$ cat src/rtl/ihc_pkg.sv
// Shared constants, request codes and control types of the histogram/CDF engine.
package ihc_pkg;

  // Default sizes handed to the top level.
  localparam int NUM_BINS_DEFAULT     = 256;
  localparam int COUNT_BITS_DEFAULT   = 24;
  localparam int NUM_CHANNELS_DEFAULT = 3;

  // Fixed field widths of the ports.
  localparam int SAMPLE_W      = 8;
  localparam int SAMPLE_FIELDS = 3;
  localparam int REQ_W         = 2;
  localparam int CHAN_W        = 2;
  localparam int OUT_COUNT_W   = 24;
  localparam int CDF_W         = 17;

  // Q1.16 fraction: 16 fraction bits, one is 65536.
  localparam int FRAC_BITS = 16;
  localparam int CDF_ONE   = 65536;

  // Request codes.
  localparam logic [REQ_W-1:0] REQ_ACC   = 2'd0;
  localparam logic [REQ_W-1:0] REQ_QUERY = 2'd1;
  localparam logic [REQ_W-1:0] REQ_CLEAR = 2'd2;

  // Strobes from the sequencer to the bin memory.
  typedef struct packed {
    logic rd_en;
    logic wr_en;
    logic clr;
  } mem_ctrl_t;

endpackage

$ cat src/rtl/ihc_div.sv
// Radix-2 restoring divider, one quotient bit per cycle.
module ihc_div #(
  parameter int COUNT_BITS = ihc_pkg::COUNT_BITS_DEFAULT,
  localparam int NUM_W     = COUNT_BITS + ihc_pkg::FRAC_BITS + 1
) (
  input  logic                  clk_i,
  input  logic                  rst_ni,
  input  logic                  start_i,
  input  logic [NUM_W-1:0]      num_i,
  input  logic [COUNT_BITS-1:0] den_i,
  output logic                  done_o,
  output logic [NUM_W-1:0]      quo_o
);

  localparam int CNT_W = $clog2(NUM_W + 1);

  logic                  busy_q, done_q;
  logic [CNT_W-1:0]      cnt_q;
  logic [NUM_W-1:0]      acc_q, acc_d;
  logic [COUNT_BITS-1:0] rem_q, rem_d, den_q;
  logic [COUNT_BITS:0]   rem_sh, diff;
  logic                  ge;

  // The accumulator shifts numerator bits out at the top and quotient bits in at the bottom.
  always_comb begin
    rem_sh = {rem_q, acc_q[NUM_W-1]};
    ge     = rem_sh >= {1'b0, den_q};
    diff   = rem_sh - {1'b0, den_q};
    rem_d  = ge ? diff[COUNT_BITS-1:0] : rem_sh[COUNT_BITS-1:0];
    acc_d  = {acc_q[NUM_W-2:0], ge};
  end

  always_ff @(posedge clk_i or negedge rst_ni) begin
    if (!rst_ni) begin
      busy_q <= 1'b0;
      done_q <= 1'b0;
      cnt_q  <= '0;
    end else begin
      done_q <= busy_q && (cnt_q == CNT_W'(1));
      if (start_i) begin
        busy_q <= 1'b1;
        cnt_q  <= CNT_W'(NUM_W);
      end else if (busy_q) begin
        cnt_q <= cnt_q - CNT_W'(1);
        if (cnt_q == CNT_W'(1)) begin
          busy_q <= 1'b0;
        end
      end
    end
  end

  always_ff @(posedge clk_i) begin
    if (start_i) begin
      acc_q <= num_i;
      rem_q <= '0;
      den_q <= den_i;
    end else if (busy_q) begin
      acc_q <= acc_d;
      rem_q <= rem_d;
    end
  end

  assign done_o = done_q;
  assign quo_o  = acc_q;

endmodule

$ cat config.mk
export PLATFORM = sky130hd
export DESIGN_NAME = ihc_div
export DESIGN_NICKNAME = d
export VERILOG_FILES = /design/src/rtl/ihc_pkg.sv /design/src/rtl/ihc_div.sv
export SDC_FILE = /design/constraint.sdc
export NUM_CORES = 1
export LEC_CHECK = 0
export BUFFER_PORTS_ARGS = -buffer_cell sky130_fd_sc_hd__buf_2
export CORE_AREA = 8 8 117 173
export CTS_CLUSTER_SIZE = 10
export DETAILED_ROUTE_END_ITERATION = 12
export DIE_AREA = 0 0 125 181
export HOLD_SLACK_MARGIN = 0.03
export PLACE_DENSITY = 0.51
export SLEW_MARGIN = 20
export SYNTH_ARGS = -nofsm -noshare
export SYNTH_HDL_FRONTEND = slang
export SYNTH_SLANG_ARGS = --single-unit
$ cat constraint.sdc
create_clock -name clk_i -period 4.91 [get_ports clk_i]
set_input_delay 0.7365 -clock clk_i [delete_from_list [all_inputs] [get_ports clk_i]]
set_output_delay 0.7365 -clock clk_i [all_outputs]
set_load 0.02 [all_outputs]
==> flow_summary.yaml <==
status:
  outcome: "complete, no violations"
synth:
  yosysWarningCount: 0
  netlist_area_sq_um: 5240
  synth_ff_type: "edfxtp_1"
  synthArstFlopShare_pct: 8.25
  synthCells: 455
  syn-num-nets: 550
  syn_avg_cell_area_sq_um: 11.5
  synth.distinct_cells: 57
  synth_seq_cells: 97
  yosysSeqAreaShare_pct: 50.3
  synth_edf_count: 65
timing:
  fin_skew_ns: 0.00624
  hold_slack_ns: 0.214
  worst_pin_slew_ns: 0.946
  setup_viol: 0
  fin_crit_ns: 3.03
  fin_tns_setup_ns: 0
  fin_crit_sh_pct: 61.8
  max_freq_ghz: 0.330
  drv_slew: 0
  rsz0062_at_grt: "no"
  finalHoldViolations: 0
  relSlewSlack_pct: 36.7
route:
  drt-initial-drc-count: 184
  drcViolationCount: 0
  firstDrtPassIters: 6
  routedWlPerCell_um: 15.9
  vias_per_cell: 4.87
  ant_nets: 0
  wl_mm: 12.5
  via_count: 3811
grt:
  grt_pass1_vias: 4057
  grt_max_degree: 65
  grt_overflow_total: 0
  grt_use_total_pct: 11.4
  grt_pass1_wl_mm: 20.8
  antenna_found_initial: 1
setup_path:
  critPathBufInv: 1
  max_stage_delay_ns: 0.78
  arrival_ns: 3.29
  critical_path_class: "reg2reg"
  crit_chain: "inv_1 > ha_1 > nand2_1 > a211oi_2 > o41a_4 > a311o_4 > a31oi_4 > o21ai_4 > mux2i_1 > a211oi_1"
  critPathSlowestCell: "o21ai_4"
  endpoint_kind: "register"
  cp_top_family: "compound AO/OA/AOI/OAI gates"
  cp.required_ns: 5.17
  start_kind: "register"
  path_max_fanout: 24
placement:
  routabilityCongestion: 0.814
  placed_area_sq_um: 6000
  dp_hpwl_mm: 9.45
  port_buffers: 109
  dp_cells: 766
final_layout:
  utilization_pct: 35.6
  final_cells: 783
  drive_gt1_share_pct: 31.5
  final_area_sq_um: 6300
  final_common_cell: "buf_2"
  final_cell_mix: "buf_2 (108), edfxtp_1 (65), mux2_2 (41), nor2_1 (34), inv_1 (32)"
  fin_nets: 655
  num-fill-cells: 1801
  syn_to_final_growth_pct: 20.3
clocking:
  cts_made_buffers: 9
  cts_max_path_buffers: 2
  post_cts_buffers: 0
  cts_resized: 0
  cts.sinks: 97
  path_clk_slew_ns: 0.07
  hold_buffers: 0
  cts_tree: "yes"
  clk_latency_ns: 0.35
  cts-root-buf: "clkbuf_16"
  cts.htree.levels: 3
die:
  die_area_sq_um: 22600
  die_w_um: 125
  die_h_um: 181
  start_util_pct: 29.5
  coreArea_sq_um: 17700
  ioPinCount: 110
  rows: 60
flow_run:
  maxCapViolCount: 0
worst_hold_path:
  min_path_type: "in2async"
pwr:
  leakage_nw: 2.76
  cellPowerDensity_nw_per_um2: 430
  irDropWorstVdd_uv: 157
[power breakdown]
| part | switching, mW | internal, mW | total [mW] | leakage (nW) |
|---|---|---|---|---|
| Combinational | 0.512 | 0.413 | 0.925 | 1.66 |
| Sequential | 0.0784 | 1.00 | 1.08 | 0.958 |
| Clock | 0.344 | 0.360 | 0.703 | 0.143 |
[sequential cells by signal (all words and copies together) (netlist names)]
register  count
busy_q        1
cnt_q         6
den_q        24
rem_q        24
done_o        1
quo_o        41
[through the flow]
stage	setup WS (ns)	power [mW]
final	1.88	2.71
after global routing	1.57	2.89
after CTS	1.81	2.75
after detailed placement	1.83	2.03
after global placement	1.95	2.02
after floorplan	2.12	1.80
[area by class of cell]
type | instances | area, sq um | area share (%)
diodes | 1 | 2.50 | 0.0397
clock buffers | 9 | 225 | 3.58
clock inverters | 7 | 72.6 | 1.15
inverters | 32 | 120 | 1.91
multi-input cells | 308 | 2400 | 38.2
flip-flops and latches | 97 | 2630 | 41.8
well taps | 217 | 272 | 4.31
repair buffers | 112 | 571 | 9.06
[final timing paths]
kind,startpoint,to,slack (ns),cells after the start
worst max-delay path,den_q[3]$_DFFE_PP_,rem_q[8]$_SDFFE_PP0P_,1.88,10
worst min-delay path,rst_ni,done_o$_DFF_PN0_,0.21,1
worst max register to register,den_q[3]$_DFFE_PP_,rem_q[8]$_SDFFE_PP0P_,1.88,10
worst min register to register,rem_q[14]$_SDFFE_PP0P_,rem_q[14]$_SDFFE_PP0P_,0.47,2
max in group asynchronous,rst_ni,cnt_q[4]$_DFFE_PN0P_,4.53,1
min in group clk_i,rem_q[14]$_SDFFE_PP0P_,rem_q[14]$_SDFFE_PP0P_,0.47,2
[logic make-up after synthesis]
| logic type | synth area share [%] |
|---|---|
| simple gates | 9.30 |
| compound gates | 14.0 |
| flops | 50.3 |
| mux | 11.9 |
| buf+inv | 3.80 |
| fa+ha+maj | 6.60 |
| xor+xnor | 4.18 |
[cell usage after synthesis, types with 3 or more instances]
cell / count / area [sq um]
edfxtp_1: 65 / 1950
mux2_2: 41 / 462
nor2_1: 34 / 128
inv_1: 32 / 120
ha_1: 26 / 325
dfxtp_1: 24 / 480
nand2_1: 21 / 78.8
xnor2_1: 18 / 158
a21o_1: 17 / 128
clkbuf_1: 16 / 60.1
mux2i_1: 16 / 160
a21oi_1: 15 / 75.1
a211oi_1: 12 / 90.1
o21ai_0: 10 / 50.1
o21ai_1: 10 / 50.1
dfrtp_1: 8 / 200
nand2b_1: 8 / 50.1
nor3_1: 8 / 40.0
xor2_1: 7 / 61.3
nand3_1: 6 / 30.0
a31oi_1: 4 / 25.0
and3_1: 4 / 25.0
nor4_1: 4 / 25.0
and2_1: 3 / 18.8
nand4_1: 3 / 18.8
o21a_1: 3 / 22.5
o21bai_1: 3 / 22.5
[layer usage]
| metal | routed length, um | GRT usage, % | vias up |
|---|---|---|---|
| li1 | - | - | 1890 |
| met1 | 4840 | 11.6 | 1836 |
| met2 | 6660 | 20.7 | 72 |
| met3 | 731 | 4.01 | 13 |
| met4 | 227 | 4.99 | 0 |
| met5 | 0 | 0 | - |
(Power assumes the default switching activity.)
